**config.mk**
```make
export PLATFORM = sky130hd
export DESIGN_NAME = ddo_cordic
export DESIGN_NICKNAME = d
export VERILOG_FILES = /design/src/hdl/ddo_pkg.sv /design/src/hdl/ddo_cordic.sv
export SDC_FILE = /design/constraint.sdc
export NUM_CORES = 1
export LEC_CHECK = 0
export BUFFER_PORTS_ARGS = -buffer_cell sky130_fd_sc_hd__buf_4
export CAP_MARGIN = 5
export CORE_ASPECT_RATIO = 1.75
export CORE_MARGIN = 4
export CORE_UTILIZATION = 36
export CTS_BUF_LIST = sky130_fd_sc_hd__clkbuf_16
export CTS_CLUSTER_SIZE = 30
export DETAILED_ROUTE_END_ITERATION = 7
export PLACE_DENSITY = 0.51
export SLEW_MARGIN = 20
export SYNTH_ARGS = -nofsm -noshare
export SYNTH_HDL_FRONTEND = slang
export SYNTH_SLANG_ARGS = --single-unit
```
**constraint.sdc**
```tcl
create_clock -name clk -period 18 [get_ports clk]
set_input_delay 2.7 -clock clk [delete_from_list [all_inputs] [get_ports clk]]
set_output_delay 2.7 -clock clk [all_outputs]
set_load 0.03 [all_outputs]
```
**src/hdl/ddo_pkg.sv**
```systemverilog
// ----------------------------------------------------------------------------
// ddo_pkg: shared types and constants for the odometry block
// payload structs, register indexes, cordic angle table
// ----------------------------------------------------------------------------
package ddo_pkg;

    localparam int CFG_W = 24;
    localparam int IDX_W = 3;

    localparam logic [IDX_W-1:0] REG_RIGHT_GAIN = 3'd0;
    localparam logic [IDX_W-1:0] REG_LEFT_GAIN  = 3'd1;
    localparam logic [IDX_W-1:0] REG_DIST_TICK  = 3'd2;
    localparam logic [IDX_W-1:0] REG_ANGLE_TICK = 3'd3;
    localparam logic [IDX_W-1:0] REG_SAMPLE_RATE = 3'd4;

    localparam logic signed [47:0] POS48 = 48'sh7FFF_FFFF_FFFF;
    localparam logic signed [47:0] NEG48 = 48'sh8000_0000_0000;
    localparam logic signed [33:0] CORDIC_START = 34'sh0_26DD_3B6A;

    typedef struct packed {
        logic               command;
        logic [15:0]        left_count;
        logic [15:0]        right_count;
        logic signed [39:0] new_x;
        logic signed [39:0] new_y;
        logic [31:0]        new_heading;
    } in_item_t;

    typedef struct packed {
        logic signed [39:0] pos_x;
        logic signed [39:0] pos_y;
        logic [31:0]        heading;
        logic signed [47:0] total_distance;
        logic signed [47:0] total_rotation;
        logic signed [47:0] linear_velocity;
        logic signed [47:0] angular_velocity;
    } out_item_t;

    // multiplier request/response between sequencer and shared unit
    typedef struct packed {
        logic               start;
        logic signed [63:0] a;
        logic signed [63:0] b;
        logic [4:0]         shift;
    } mul_req_t;

    typedef struct packed {
        logic               done;
        logic signed [47:0] result;
    } mul_rsp_t;

    function automatic logic [31:0] atan_lookup(input logic [4:0] i);
        logic [31:0] r;
        begin
            case (i)
                5'd0:  r = 32'h20000000;  5'd1:  r = 32'h12E4051E;
                5'd2:  r = 32'h09FB385B;  5'd3:  r = 32'h051111D4;
                5'd4:  r = 32'h028B0D43;  5'd5:  r = 32'h0145D7E1;
                5'd6:  r = 32'h00A2F61E;  5'd7:  r = 32'h00517C55;
                5'd8:  r = 32'h0028BE53;  5'd9:  r = 32'h00145F2F;
                5'd10: r = 32'h000A2F98;  5'd11: r = 32'h000517CC;
                5'd12: r = 32'h00028BE6;  5'd13: r = 32'h000145F3;
                5'd14: r = 32'h0000A2FA;  5'd15: r = 32'h0000517D;
                5'd16: r = 32'h000028BE;  5'd17: r = 32'h0000145F;
                5'd18: r = 32'h00000A30;  5'd19: r = 32'h00000518;
                5'd20: r = 32'h0000028C;  5'd21: r = 32'h00000146;
                5'd22: r = 32'h000000A3;  5'd23: r = 32'h00000051;
                5'd24: r = 32'h00000029;  5'd25: r = 32'h00000014;
                5'd26: r = 32'h0000000A;  5'd27: r = 32'h00000005;
                5'd28: r = 32'h00000003;  5'd29: r = 32'h00000001;
                5'd30: r = 32'h00000001;  default: r = 32'h00000000;
            endcase
            return r;
        end
    endfunction

endpackage

```
**src/hdl/ddo_cordic.sv**
```systemverilog
// ----------------------------------------------------------------------------
// ddo_cordic: iterative rotation cordic giving cos and sin in q2.30
// one micro-rotation per cycle after nearest-quadrant reduction
// ----------------------------------------------------------------------------
module ddo_cordic #(
    parameter int ITERS = 24
)
(
    input  logic               clk,
    input  logic               rst_n,
    input  logic               start,
    input  logic [31:0]        angle,
    output logic               done,
    output logic signed [33:0] cos_out,
    output logic signed [33:0] sin_out
);
    import ddo_pkg::*;

    logic               busy_reg, busy_next;
    logic               done_reg, done_next;
    logic [4:0]         it_reg, it_next;
    logic [1:0]         q_reg, q_next;
    logic signed [33:0] x_reg, x_next;
    logic signed [33:0] y_reg, y_next;
    logic signed [33:0] z_reg, z_next;
    logic [1:0]         q_in;
    logic [31:0]        z_in;
    logic signed [33:0] xs, ys, at;

    always_comb
    begin
        q_in = 2'((angle + 32'h2000_0000) >> 30);
        z_in = angle - {q_in, 30'd0};
        xs   = x_reg >>> it_reg;
        ys   = y_reg >>> it_reg;
        at   = 34'(atan_lookup(it_reg));
    end

    always_comb
    begin
        busy_next = busy_reg;
        done_next = 1'b0;
        it_next   = it_reg;
        q_next    = q_reg;
        x_next    = x_reg;
        y_next    = y_reg;
        z_next    = z_reg;
        if (!busy_reg)
        begin
            if (start)
            begin
                busy_next = 1'b1;
                it_next   = '0;
                q_next    = q_in;
                x_next    = CORDIC_START;
                y_next    = '0;
                z_next    = 34'(signed'(z_in));
            end
        end
        else
        begin
            if (z_reg >= 0)
            begin
                x_next = x_reg - ys;
                y_next = y_reg + xs;
                z_next = z_reg - at;
            end
            else
            begin
                x_next = x_reg + ys;
                y_next = y_reg - xs;
                z_next = z_reg + at;
            end
            it_next = it_reg + 5'd1;
            if (32'(it_reg) == ITERS - 1)
            begin
                busy_next = 1'b0;
                done_next = 1'b1;
            end
        end
    end

    always_ff @(posedge clk or negedge rst_n)
    begin
        if (!rst_n)
        begin
            busy_reg <= 1'b0;
            done_reg <= 1'b0;
        end
        else
        begin
            busy_reg <= busy_next;
            done_reg <= done_next;
        end
    end

    always_ff @(posedge clk)
    begin
        it_reg <= it_next;
        q_reg  <= q_next;
        x_reg  <= x_next;
        y_reg  <= y_next;
        z_reg  <= z_next;
    end

    always_comb
    begin
        case (q_reg)
            2'd0:    begin cos_out = x_reg;  sin_out = y_reg;  end
            2'd1:    begin cos_out = -y_reg; sin_out = x_reg;  end
            2'd2:    begin cos_out = -x_reg; sin_out = -y_reg; end
            default: begin cos_out = y_reg;  sin_out = -x_reg; end
        endcase
    end

    assign done = done_reg;

endmodule

```
# Word level (Yosys, flattened, before mapping)
# Memories as Yosys holds them, arrays and structs flattened. A register that Yosys moved wholly into a read port is not among the register bits.
# Index checks and enable logic that the tools add are counted.
totals:
  ff_bits: 111
  latchBits: 0
  ramBits: 0
  mem_bits_ro: 960
  input_bits: 35
  output_inout_bits: 69
  mem_count: 1
memory_table:
  columns: ["memory", "depth", "width", "read_ports", "rd_clocked_by_memory_dff", "wr", "line_no", "rtl"]
  rows:
  - ["(name not given)", 32, 30, 1, 1, 0, "ddo_pkg.sv:55", "case (i)"]
classes:
  addsub: 11
  mul: 0
  div_mod_pow: 0
  magnitude_cmp: 1
  n_eq_ne: 3
  shifts: 2
  n_mux: 19
  n_bitwise: 1
  n_reduce_logical: 3
ops:
  columns: ["operator", "count"]
  rows:
  - ["34-bit two-way mux", 9]
  - ["34-bit one-hot mux with 3 select lines", 2]
  - ["34-bit adder", 2]
  - ["34-bit negator", 2]
  - ["34-bit by 5-bit >>> shifter with 34-bit output", 2]
  - ["34-bit subtractor", 2]
  - ["34-bit by 33-bit adder with 34-bit output", 1]
  - ["34-bit by 1-bit greater-or-equal comparator with 1-bit output, second input constant", 1]
  - ["34-bit by 33-bit subtractor with 34-bit output", 1]
  - ["32-bit by 30-bit adder with 32-bit output, second input constant", 1]
  - ["32-bit subtractor", 1]
  - ["5-bit two-way mux", 3]
  - ["5-bit by 1-bit adder with 5-bit output, second input constant", 1]
  - ["5-bit == test, second input constant", 1]
  - ["1-bit two-way mux", 5]
  - ["2-bit by 1-bit == test with 1-bit output, second input constant", 1]
  - ["2-bit == test, second input constant", 1]
  - ["2-bit logical NOT", 1]
  - ["2-bit AND reduction", 1]
  - ["2-bit nonzero test", 1]
  - ["1-bit NOT", 1]

# Logic depth before layout (Yosys ltp)
depth:
  word_depth: 4
  mapped_depth: 33
  depth_no_buf: 24

# Worst setup path before layout
# No wires, ideal clock.
synth_path:
  path_type: "reg2out"
  start: "register y_reg[1]"
  end: "output sin_out[30]"
  t_arrival_ps: 3833
  t_required_ps: 15300
  path_slack_ps: 11467
  path_stages_with_launch: 12
  n_path_buf: 0
  cell_sequence: "edfxtp_1 > inv_1 > ha_1 > or3b_2 > nor4_1 > nand4_1 > or2_2 > nor3_1 > nand2_1 > o21ai_0 > xor2_1 > o21ai_0"
synth_via:
  elab_chain_len: 2
synth_lines:
  columns: ["element", "line_no", "rtl"]
  rows:
  - ["start: declaration", "ddo_cordic.sv:24", "logic signed [33:0] y_reg, y_next;"]
  - ["start signal: assignment", "ddo_cordic.sv:102", "y_reg <= y_next;"]
  - ["34-bit negator", "ddo_cordic.sv:111", "2'd2: begin cos_out = -x_reg; sin_out = -y_reg; end"]
  - ["34-bit one-hot mux with 3 select lines", "ddo_cordic.sv:108", "case (q_reg)"]
  - ["end: declaration", "ddo_cordic.sv:15", "output logic signed [33:0] sin_out"]
# No other way between the ends.

# Worst setup path after layout
layout_path:
  start: "register it_reg[1]"
  end: "register x_reg[33] (data pin)"
layout_via:
  elab_chain_len: 4
  elab_cells_between_ends: 5
  classes_between: "add/sub: 2; shift: 1; mux: 2"
layout_lines:
  columns: ["element", "line_no", "rtl"]
  rows:
  - ["start: declaration", "ddo_cordic.sv:21", "logic [4:0] it_reg, it_next;"]
  - ["start signal: assignment", "ddo_cordic.sv:99", "it_reg <= it_next;"]
  - ["34-bit by 5-bit >>> shifter with 34-bit output *", "ddo_cordic.sv:35", "ys = y_reg >>> it_reg;"]
  - ["34-bit adder / 34-bit subtractor (equally long branches)", "ddo_cordic.sv:70, ddo_cordic.sv:64", null]
  - ["34-bit two-way mux *", "ddo_cordic.sv:62", "if (z_reg >= 0)"]
  - ["34-bit two-way mux *", "ddo_cordic.sv:48", "if (!busy_reg)"]
  - ["end signal: assignment", "ddo_cordic.sv:101", "x_reg <= x_next;"]
  - ["end: declaration", "ddo_cordic.sv:23", "logic signed [33:0] x_reg, x_next;"]
# Every way passes the cells marked *; elsewhere a longest branch is shown, timed or not.
# A chain may end at the register's enable or synchronous reset.

==> reports/results.txt <==
DRT antenna net count: 0
total clock sinks: 141
Worst-path clk slew: 70 ps
number of synthesized flops with an enable pin: 109
CP max stage cell: edfxtp_1
Nets: 2589
synthesis-stage register bit count: 141
vias in the first global route: 20050
hold buffer count at cts: 0
top post-synthesis cells by area: edfxtp_1, mux4_2, ha_1
Post-synth ARST share: 1.418%
GP Congestion: 1.104
outcome: finished clean
die footprint: 61800 sq um
setup TNS: 0 ps
Hold Slack: 614.6 ps
Setup crit start kind: flop
TritonCTS clock tree: built
routed len/inst: 28.04 um
# resized after CTS: 0
area share of the largest cell type after synthesis: 15.75%
Worst slew margin: 21.20%
post-CTS setup buffers: 0
final hold vios: 0
Syn Nets: 2626
register area share after synthesis: 18.88%
CP bufs+invs: 2
layout cell share with drive strength beyond 1: 15.35%
global routing's busiest layer: met2
Critical Path AT: 9550 ps
Post-DP HPWL: 67.21 mm
P&R area growth vs syn: 8.175%
largest net degree at the start of global routing: 96
IO Port Bufs: 103
# diodes: 0
crit share post-route: 51.79%
routed vias: 20000
Tmin final: 9322 ps
CTS buffer count: 17
critical path, cell by cell: buf_4, buf_4, mux4_1, mux2i_1, o221ai_1, a211oi_1, and4_1, nand4_1, or2_2, o21ai_0, xor2_1, ha_1, nand2_1, o21a_1, nand3_1, nor3_1, o31ai_1, o21ai_0, a21oi_1, a311oi_1, xnor2_1, and2_1
WP data required: 18230 ps
die width: 189.6 um
Setup CP Type: reg2reg
num ports: 104
CP endpoint kind: flop
Layout Utilization: 39.32%
cell area after synthesis: 20780 sq um
clock skew: 14.60 ps
Synth cell types: 97
# DRC: 0
Yosys warnings: 0
Mapped Cells: 2474
Starting Density: 36.35%
syn_area_per_cell: 8.401 sq um
initial antenna violation count: 3
total routed wirelength: 90.22 mm
Worst Tran Pin Value: 1177 ps
M2 GR Usage: 52.86%
Max Cap Viol: 0
DR iter-0 viols: 1411
Global Route Usage Sum: 28.45%
Clock Path Buffers: 2
cell with the most instances after synthesis: nand2_1
Top FF cell, synth: edfxtp_1
Clock Tree Root: clkbuf_16
drt pass-1 iters: 6
max incr delay on CP: 910 ps
area leader, netlist: edfxtp_1
first-pass GRT wire length: 131.3 mm
fillcell total: 5930
most frequent cells after synthesis: nand2_1, a21oi_1, nor2_1
GRT overflow: 0
crit path max fanout: 59
FP Rows: 116
CORE AREA: 57180 sq um
RSZ-0062 raised after global routing: false
worst min path class: reg2reg
met1 usage: 27.54%
fmax: 107.3 MHz
H-tree levels: 4
Clock Latency Late Sink: 470 ps
Final Setup Violations: 0
Die H: 325.9 um
cell family with most CP delay: compound AO/OA/AOI/OAI gates
met3 global-route usage: 4.910%
Slew Limit Fails: 0
Via density: 6.217
==> through the flow <==
stage                     std cells  worst slack, ps  area [sq um]
final                          3217             8678         22480
after global routing           3217             8247         22480
after CTS                      3216             8760         22470
after detailed placement       3184             8787         21880
after global placement         3184             8889         21880
after floorplan                2474            11470         20780
==> worst reg2reg max path: stages, from the launching register on <==
cell	delay (ps)
edfxtp_1	910
buf_4	810
buf_4	850
mux4_1	760
mux2i_1	360
o221ai_1	170
a211oi_1	730
and4_1	490
nand4_1	320
or2_2	430
o21ai_0	220
xor2_1	180
ha_1	320
nand2_1	90
o21a_1	230
nand3_1	170
nor3_1	710
o31ai_1	240
o21ai_0	280
a21oi_1	200
a311oi_1	360
xnor2_1	90
and2_1	150
==> path summary, 6_finish.rpt <==
check	depth (start not counted)	slack, ps	start	endpoint
max	22	8680	it_reg[1]	x_reg[33]
min	1	610	it_reg[0]	it_reg[0]
max reg2reg	22	8680	it_reg[1]	x_reg[33]
min reg2reg	1	610	it_reg[0]	it_reg[0]
max in group asynchronous	1	15880	rst_n	busy_reg
min in group asynchronous	1	2000	rst_n	done
==> logic make-up (layout without fill, tap and decap cells) <==
| group | Yosys count | in the layout | synth area share, % |
|---|---|---|---|
| XOR/XNOR | 256 | 256 | 10.79 |
| flip-flops | 141 | 141 | 18.88 |
| multiplexers | 231 | 231 | 17.63 |
| AO/OA/AOI/OAI | 690 | 690 | 21.46 |
| buffers and inverters | 261 | 237 | 5.797 |
| adder cells (fa/ha/maj) | 117 | 117 | 7.151 |
| AND/OR/NAND/NOR | 778 | 778 | 18.29 |
==> layer usage <==
layer	up-vias	routed length, um
met5	-	9
met4	2	8265
met3	309	5405
met2	872	47270
met1	9701	29260
li1	9115	-
==> layout by cell type, fill, tap and decap left out, types with 39 or more instances in the layout <==
master	count
nand2b_1	39
inv_1	54
nor3_1	40
o21ai_0	175
edfxtp_1	109
nand3_1	41
xor2_1	103
xnor2_1	153
and2_1	61
mux2i_1	64
a21o_1	50
a21oi_1	186
nor2_1	186
buf_4	145
nand2_1	253
mux4_2	69
mux2_2	73
ha_1	114
==> cell type report <==
cell class                 count  area [sq um]  share of cell area (%)
timing repair buffer         145          1089                   4.841
clock inverter                13         115.1                  0.5120
multi-input combinational   2072         15690                   69.78
inverter                      60         227.7                   1.013
sequential                   141          3928                   17.47
clock buffer                  19         475.5                   2.115
tap                          767         959.7                   4.268
Power is not shown: default switching activity piles up to over one toggle a cycle in this logic, so the estimate is an artifact.
