[config.mk]
export PLATFORM = sky130hd
export DESIGN_NAME = ddo_mul
export DESIGN_NICKNAME = d
export VERILOG_FILES = /design/src/hdl/ddo_pkg.sv /design/src/hdl/ddo_mul.sv
export SDC_FILE = /design/constraint.sdc
export NUM_CORES = 2
export LEC_CHECK = 0
export ABC_AREA = 1
export BUFFER_PORTS_ARGS = -buffer_cell sky130_fd_sc_hd__buf_2
export CORE_MARGIN = 4
export CORE_UTILIZATION = 40
export DETAILED_ROUTE_END_ITERATION = 6
export PLACE_DENSITY = 0.58
export SLEW_MARGIN = 5
export SYNTH_ARGS = -nofsm -noshare
export SYNTH_HDL_FRONTEND = slang
export SYNTH_SLANG_ARGS = --single-unit
[constraint.sdc]
create_clock -name clk -period 9.2 [get_ports clk]
set_clock_uncertainty 0.1 [all_clocks]
set_input_delay 0.46 -clock clk [delete_from_list [all_inputs] [get_ports clk]]
set_output_delay 0.46 -clock clk [all_outputs]
set_load 0.02 [all_outputs]
[src/hdl/ddo_pkg.sv]
// ----------------------------------------------------------------------------
// ddo_pkg: shared types and constants for the odometry block
// payload structs, register indexes, cordic angle table
// ----------------------------------------------------------------------------
package ddo_pkg;

    localparam int CFG_W = 24;
    localparam int IDX_W = 3;

    localparam logic [IDX_W-1:0] REG_RIGHT_GAIN = 3'd0;
    localparam logic [IDX_W-1:0] REG_LEFT_GAIN  = 3'd1;
    localparam logic [IDX_W-1:0] REG_DIST_TICK  = 3'd2;
    localparam logic [IDX_W-1:0] REG_ANGLE_TICK = 3'd3;
    localparam logic [IDX_W-1:0] REG_SAMPLE_RATE = 3'd4;

    localparam logic signed [47:0] POS48 = 48'sh7FFF_FFFF_FFFF;
    localparam logic signed [47:0] NEG48 = 48'sh8000_0000_0000;
    localparam logic signed [33:0] CORDIC_START = 34'sh0_26DD_3B6A;

    typedef struct packed {
        logic               command;
        logic [15:0]        left_count;
        logic [15:0]        right_count;
        logic signed [39:0] new_x;
        logic signed [39:0] new_y;
        logic [31:0]        new_heading;
    } in_item_t;

    typedef struct packed {
        logic signed [39:0] pos_x;
        logic signed [39:0] pos_y;
        logic [31:0]        heading;
        logic signed [47:0] total_distance;
        logic signed [47:0] total_rotation;
        logic signed [47:0] linear_velocity;
        logic signed [47:0] angular_velocity;
    } out_item_t;

    // multiplier request/response between sequencer and shared unit
    typedef struct packed {
        logic               start;
        logic signed [63:0] a;
        logic signed [63:0] b;
        logic [4:0]         shift;
    } mul_req_t;

    typedef struct packed {
        logic               done;
        logic signed [47:0] result;
    } mul_rsp_t;

    function automatic logic [31:0] atan_lookup(input logic [4:0] i);
        logic [31:0] r;
        begin
            case (i)
                5'd0:  r = 32'h20000000;  5'd1:  r = 32'h12E4051E;
                5'd2:  r = 32'h09FB385B;  5'd3:  r = 32'h051111D4;
                5'd4:  r = 32'h028B0D43;  5'd5:  r = 32'h0145D7E1;
                5'd6:  r = 32'h00A2F61E;  5'd7:  r = 32'h00517C55;
                5'd8:  r = 32'h0028BE53;  5'd9:  r = 32'h00145F2F;
                5'd10: r = 32'h000A2F98;  5'd11: r = 32'h000517CC;
                5'd12: r = 32'h00028BE6;  5'd13: r = 32'h000145F3;
                5'd14: r = 32'h0000A2FA;  5'd15: r = 32'h0000517D;
                5'd16: r = 32'h000028BE;  5'd17: r = 32'h0000145F;
                5'd18: r = 32'h00000A30;  5'd19: r = 32'h00000518;
                5'd20: r = 32'h0000028C;  5'd21: r = 32'h00000146;
                5'd22: r = 32'h000000A3;  5'd23: r = 32'h00000051;
                5'd24: r = 32'h00000029;  5'd25: r = 32'h00000014;
                5'd26: r = 32'h0000000A;  5'd27: r = 32'h00000005;
                5'd28: r = 32'h00000003;  5'd29: r = 32'h00000001;
                5'd30: r = 32'h00000001;  default: r = 32'h00000000;
            endcase
            return r;
        end
    endfunction

endpackage

[src/hdl/ddo_mul.sv]
// ----------------------------------------------------------------------------
// ddo_mul: shared multi-cycle multiply, floor shift and 48-bit saturation
// magnitudes are multiplied 16 bits of b per cycle into a 128-bit sum
// ----------------------------------------------------------------------------
module ddo_mul
(
    input  logic              clk,
    input  logic              rst_n,
    input  ddo_pkg::mul_req_t req,
    output ddo_pkg::mul_rsp_t rsp
);
    import ddo_pkg::*;

    typedef enum logic [2:0] {
        M_IDLE = 3'b001,
        M_RUN  = 3'b010,
        M_FIN  = 3'b100
    } mstate_t;

    mstate_t            state_reg, state_next;
    logic [63:0]        ua_reg, ua_next;
    logic [63:0]        ub_reg, ub_next;
    logic               neg_reg, neg_next;
    logic [4:0]         sh_reg, sh_next;
    logic [1:0]         cnt_reg, cnt_next;
    logic [127:0]       acc_reg, acc_next;
    logic signed [47:0] res_reg, res_next;
    logic               done_reg, done_next;

    logic [79:0]  part;
    logic [127:0] biased;
    logic [127:0] shifted;
    logic [47:0]  lim;

    always_comb
    begin
        part    = ua_reg * ub_reg[15:0];
        biased  = acc_reg + (neg_reg ? ((128'd1 << sh_reg) - 128'd1) : 128'd0);
        shifted = biased >> sh_reg;
        lim     = neg_reg ? 48'h8000_0000_0000 : 48'h7FFF_FFFF_FFFF;
    end

    always_comb
    begin
        state_next = state_reg;
        ua_next    = ua_reg;
        ub_next    = ub_reg;
        neg_next   = neg_reg;
        sh_next    = sh_reg;
        cnt_next   = cnt_reg;
        acc_next   = acc_reg;
        res_next   = res_reg;
        done_next  = 1'b0;
        unique case (state_reg)
            M_IDLE:
            begin
                if (req.start)
                begin
                    ua_next    = req.a[63] ? 64'(-req.a) : req.a;
                    ub_next    = req.b[63] ? 64'(-req.b) : req.b;
                    neg_next   = req.a[63] ^ req.b[63];
                    sh_next    = req.shift;
                    cnt_next   = 2'd0;
                    acc_next   = '0;
                    state_next = M_RUN;
                end
            end
            M_RUN:
            begin
                acc_next = acc_reg + ({48'd0, part} << {cnt_reg, 4'd0});
                ub_next  = ub_reg >> 16;
                cnt_next = cnt_reg + 2'd1;
                if (cnt_reg == 2'd3)
                begin
                    state_next = M_FIN;
                end
            end
            M_FIN:
            begin
                if (shifted > {80'd0, lim})
                begin
                    res_next = neg_reg ? NEG48 : POS48;
                end
                else
                begin
                    res_next = neg_reg ? 48'(-shifted[47:0]) : shifted[47:0];
                end
                done_next  = 1'b1;
                state_next = M_IDLE;
            end
            default: state_next = M_IDLE;
        endcase
    end

    always_ff @(posedge clk or negedge rst_n)
    begin
        if (!rst_n)
        begin
            state_reg <= M_IDLE;
            done_reg  <= 1'b0;
        end
        else
        begin
            state_reg <= state_next;
            done_reg  <= done_next;
        end
    end

    always_ff @(posedge clk)
    begin
        ua_reg  <= ua_next;
        ub_reg  <= ub_next;
        neg_reg <= neg_next;
        sh_reg  <= sh_next;
        cnt_reg <= cnt_next;
        acc_reg <= acc_next;
        res_reg <= res_next;
    end

    assign rsp.done   = done_reg;
    assign rsp.result = res_reg;

endmodule

* After elaboration in Yosys (flattened, before gate mapping) *
Index checks and enable logic that the tools add are counted.

word-level totals
  output and inout port bits = 49
  bits in registers = 316
  logic and storage cells = 49
  input bits = 136

cells by class
  reductions and logical operators = 4
  add/sub/neg operators = 7
  shift-type cells = 3
  bitwise operators = 1
  equal/unequal tests = 6
  $lt $le $gt $ge = 1
  multiplexer cells = 16
  multiply operators = 1

operators by type and width
  operator                                               number
  adder 128 bit                                          2
  two-way mux 128 bit                                    2
  one-hot mux 128 bit (2 select lines)                   1
  two-way mux 48 bit                                     3
  > comparator 128 x 48 -> 1 bit                         1
  two-way mux 64 bit                                     2
  negator 64 bit                                         2
  one-hot mux 64 bit (2 select lines)                    1
  left shift 1 x 5 -> 128 bit (first input constant)     1
  left shift 80 x 6 -> 128 bit                           1
  >> shifter 128 x 5 -> 128 bit                          1
  subtractor 128 x 1 -> 128 bit (second input constant)  1
  multiplier 64 x 16 -> 80 bit                           1
  two-way mux 63 bit                                     1
  negator 48 bit                                         1
  two-way mux 3 bit                                      2
  one-hot mux 3 bit (2 select lines)                     1
  AND reduction 2 bit                                    3
  inequality test 2 bit (second input constant)          2
  one-hot mux 2 bit (2 select lines)                     1
  equality test 3 x 1 -> 1 bit (second input constant)   1
  equality test 3 x 2 -> 1 bit (second input constant)   1
  equality test 3 bit (second input constant)            1
  adder 2 x 1 -> 2 bit (second input constant)           1
  5 further kinds                                        5

* Longest topological paths before layout *
  depth in word-level cells = 8
  depth in mapped cells = 63
  depth with buffers taken out = 58

* Worst setup path after synthesis *
No wires, ideal clock.

  kind = register to register
  start point = register ub_reg[15]
  end point = register acc_reg[115] (data pin)
  path buffers = 2
  cell stages (with the launch flop) = 46
  clock period less this slack = 9243 ps
  arrival = 8881 ps
  data required time = 8839 ps
  setup time = 261 ps
  slack = -43 ps
  path through = edfxtp_1 -> clkbuf_1 -> clkbuf_1 -> nand2_1 -> fa_1 -> fa_1 -> inv_1 -> fa_1 -> fa_1 -> fa_1 -> inv_1 -> fa_1 -> inv_1 -> ha_1 -> a21o_1 -> a31oi_1 -> o21ai_0 -> nand2_1 -> [... 10 more ...] -> or2_2 -> nand3_1 -> nand2_1 -> ha_1 -> nand2_1 -> nor2_1 -> inv_1 -> nor2_1 -> inv_1 -> nor2_1 -> nor4b_1 -> nand3_1 -> nand3_1 -> a21boi_0 -> o21ai_0 -> a21boi_0 -> o21ai_0 -> a21oi_1

on the way
  cells in the longest elaborated chain, start to end = 4

RTL lines
  item                                  line            text
  start: declaration                    ddo_mul.sv:22   logic [63:0] ub_reg, ub_next;
  start signal: assignment              ddo_mul.sv:112  ub_reg <= ub_next;
  multiplier 64 x 16 -> 80 bit          ddo_mul.sv:37   part = ua_reg * ub_reg[15:0];
  left shift 80 x 6 -> 128 bit          ddo_mul.sv:70   acc_next = acc_reg + ({48'd0, part} << {cnt_reg, 4'd0});
  adder 128 bit                         ddo_mul.sv:70
  one-hot mux 128 bit (2 select lines)  ddo_mul.sv:54   unique case (state_reg)
  end signal: assignment                ddo_mul.sv:116  acc_reg <= acc_next;
  end: declaration                      ddo_mul.sv:26   logic [127:0] acc_reg, acc_next;

No other way between the ends.
A chain may end at the register's enable or synchronous reset.

* Final worst setup path *
  start point = register ub_reg[6]
  end point = register acc_reg[110] (data pin)

The elaborated chain is that of the path after synthesis.

==> results.sh <==
export IMPL_status="finished, violations left"
export IMPL_violations="design-rule violations, negative setup slack"
export IMPL_fillers=21600
export IMPL_synthXorXnorAreaFrac=0.0240
export IMPL_met2_usage=0.481
export IMPL_cts_sinks=316
export IMPL_fmax_ghz=0.103
export IMPL_die_y_um=466
export IMPL_synth_simple_gate_area_frac=0.339
export IMPL_dp_hpwl_um=308000
export IMPL_synth_ff_type="edfxtp_1"
export IMPL_reg2reg_depth=51
export IMPL_dr_pass1_iters=7
export IMPL_ff2ff_setup_slack_ns=-0.47
export IMPL_min_from="req[75]"
export IMPL_core_area_sq_um=208000
export IMPL_critical_path_class="reg -> reg"
export IMPL_root_buffer="clkbuf_16"
export IMPL_die_area_sq_um=217000
export IMPL_setup_ws_ns=-0.467
export IMPL_gp_congestion=1.11
export IMPL_end_kind="flip-flop"
export IMPL_initial_core_util=0.404
export IMPL_overflow=0
export IMPL_synth_adder_area_share=0.276
export IMPL_hold_violations=0
export IMPL_drtAntennaViolNets=0
export IMPL_holdWs_ns=0.0401
export IMPL_synth_top_family_by_area="simple AND/OR/NAND/NOR gates"
export IMPL_drc=8
export IMPL_drt_iter0_markers=10500
export IMPL_clk_latency_ns=0.74
export IMPL_synth_cell_types=66
export IMPL_globalRouteMet1Util=0.490
export IMPL_required_ns=9.50
export IMPL_h_tree_depth=2
export IMPL_synth_mux_area_frac=0.00107
export IMPL_arrival_ns=9.96
export IMPL_maxCapViolations=0
export IMPL_clk_path_buf_depth=3
export IMPL_synth_most_common_cell="nand2_1"
export IMPL_slowest_delay_ns=0.57
export IMPL_syn_area_sq_um=83800
export IMPL_final_setup_tns_ns=-16.17
export IMPL_synth_top_cell_area_share=0.207
export IMPL_grt_max_degree=198
export IMPL_placement_cell_area_sq_um=101000
export IMPL_slowest_stage="fa_1"
export IMPL_vias=93800
export IMPL_hold_path_end="ua_reg[6]$_DFFE_PP_"
export IMPL_die_x_um=466
export IMPL_grt_first_pass_wirelength_um=548000
export IMPL_maxSlewHeadroom=0.271
export IMPL_grt_pass1_vias=89300
export IMPL_rsz0062_at_grt="yes"
export IMPL_cts_tree="done"
export IMPL_syn_inst=13600
export IMPL_drive_gt1_frac=0.191
export IMPL_multi_input_area_sq_um=65300
export IMPL_use_met3=0.0941
export IMPL_final_cell_area_sq_um=107000
export IMPL_synth_edff_count=312
export IMPL_path_clk_slew_ns=0.08
export IMPL_largest_reg_flops=128
export IMPL_seqCellArea_sq_um=9470
export IMPL_synth_common_cells="4190 x nand2_1, 2821 x inv_1, 1308 x nand3_1"
export IMPL_ys_ff_latch=316
export IMPL_numCtsBuffers=47
export IMPL_avgSynthCellArea_sq_um=6.17
export IMPL_ys_warn_count=0
export IMPL_crit_reg2reg_capture="acc_reg[110]$_SDFFCE_PN0P_"
export IMPL_synthArstFlopShare=0.0127
export IMPL_row_count=167
export IMPL_totalWireLength_um=370000
export IMPL_setup_viol=62
export IMPL_timing_max_transition_violations_final=0
export IMPL_gr_max_usage_layer="met1"
export IMPL_critPathMaxFanout=8
export IMPL_synth_yosys_seq_area_share=0.113
export IMPL_crit_top_cell="buf_4"
export IMPL_tightest_slew_ns=1.09
export IMPL_antenna_found_initial=8
export IMPL_synth_top_area_cell="fa_1"
export IMPL_start_kind="flip-flop"
export IMPL_r2r_start="ub_reg[6]$_DFFE_PP_"
export IMPL_nets=16800
export IMPL_wl_per_cell_um=20.4
export IMPL_synth_compound_area_frac=0.0953
export IMPL_hold_depth=3
export IMPL_track_usage=0.332
export IMPL_via_per_inst=5.17
export IMPL_synth_area_leaders="fa_1 21%, nand2_1 19%, inv_1 13%"
export IMPL_fin_crit_sh=1.05
export IMPL_port_buffers=184
export IMPL_io_pins=185
export IMPL_pre_cts_ws_ns=-1.26
export IMPL_hold_class="in -> reg"
export IMPL_period_minus_slack_ns=9.67
export IMPL_area_growth_pct=28.2
[per-stage QoR]
step	cells	utilization
floorplan	13600	-
global placement	17900	0.484
detailed placement	17900	0.484
CTS	18100	0.507
global route	18100	0.517
finish	18100	0.517
[worst max-delay path: cells and delay by family (launching register included)]
family | cells | cell delay [ns]
adder cells (fa/ha/maj) | 8 | 3.70
flip-flops | 1 | 0.43
AO/OA/AOI/OAI | 12 | 1.48
buffers and inverters | 21 | 2.58
XOR/XNOR | 2 | 0.30
AND/OR/NAND/NOR | 8 | 0.69
[cell type report]
cell class,instances,area share
flip-flops and latches,316,0.0881
clock buffers,50,0.0112
inverters,2855,0.0999
clock inverters,38,0.00348
well taps,2788,0.0325
diodes,9,0.000210
repair buffers,2111,0.157
multi-input cells,9968,0.608
[repair_timing]
| item | CTS | global route |
|---|---|---|
| hold buffers | 47 | 0 |
| setup endpoints to repair | 86 | 138 |
| resized for setup | 554 | 376 |
| setup buffers | 66 | 53 |
| gates cloned | 4 | 7 |
| endpoints found under the hold margin | 49 | 0 |
| pin swaps | 127 | 211 |
[per-layer routing]
metal	wire, um	share of wire
met1	168000	0.45
met2	149000	0.40
met3	44100	0.12
met4	8440	0.023
met5	89	0.00024
[logic make-up after synthesis]
kind of cell             after synthesis
adder cells (fa/ha/maj)             1328
AND/OR/NAND/NOR                     6877
multiplexers                           9
XOR/XNOR                             230
other                                  1
buffers and inverters               3352
AO/OA/AOI/OAI                       1479
flip-flops                           316
[layout by cell type, fill, tap and decap left out, drive strengths merged, types with 45 or more instances in the layout]
| cell | netlist | final |
|---|---|---|
| nand2 | 4204 | 4204 |
| inv | 2852 | 2857 |
| buf | 146 | 2056 |
| nand3 | 1324 | 1324 |
| nor2 | 1054 | 1054 |
| fa | 868 | 868 |
| a21oi | 678 | 678 |
| o21ai | 528 | 528 |
| ha | 460 | 460 |
| edfxtp | 312 | 312 |
| xor2 | 151 | 151 |
| nor3 | 127 | 127 |
| a31oi | 112 | 112 |
| xnor2 | 79 | 79 |
| nand4 | 78 | 78 |
| clkbuf | 351 | 57 |
| dlygate4sd3 | 0 | 47 |
| o21a | 46 | 46 |
| conb | 1 | 45 |
[how the worst max path moves through the flow]
stage	startpoint	to	slack [ns]	depth (start not counted)
6_report	ub_reg[6]$_DFFE_PP_	acc_reg[110]$_SDFFCE_PN0P_	-0.47	51
5_1_grt	ub_reg[4]$_DFFE_PP_	acc_reg[110]$_SDFFCE_PN0P_	-0.83	52
4_1_cts	ub_reg[4]$_DFFE_PP_	acc_reg[110]$_SDFFCE_PN0P_	-0.34	54
3_5_place_dp	ub_reg[15]$_DFFE_PP_	acc_reg[119]$_SDFFCE_PN0P_	-1.26	49
3_3_place_gp	ub_reg[15]$_DFFE_PP_	acc_reg[119]$_SDFFCE_PN0P_	-1.16	49
2_1_floorplan	ua_reg[0]$_DFFE_PP_	acc_reg[115]$_SDFFCE_PN0P_	0.01	45
Power is left out: the tool's default activity adds up to more than one toggle a clock period on the data nets, which glitch-free logic cannot reach.
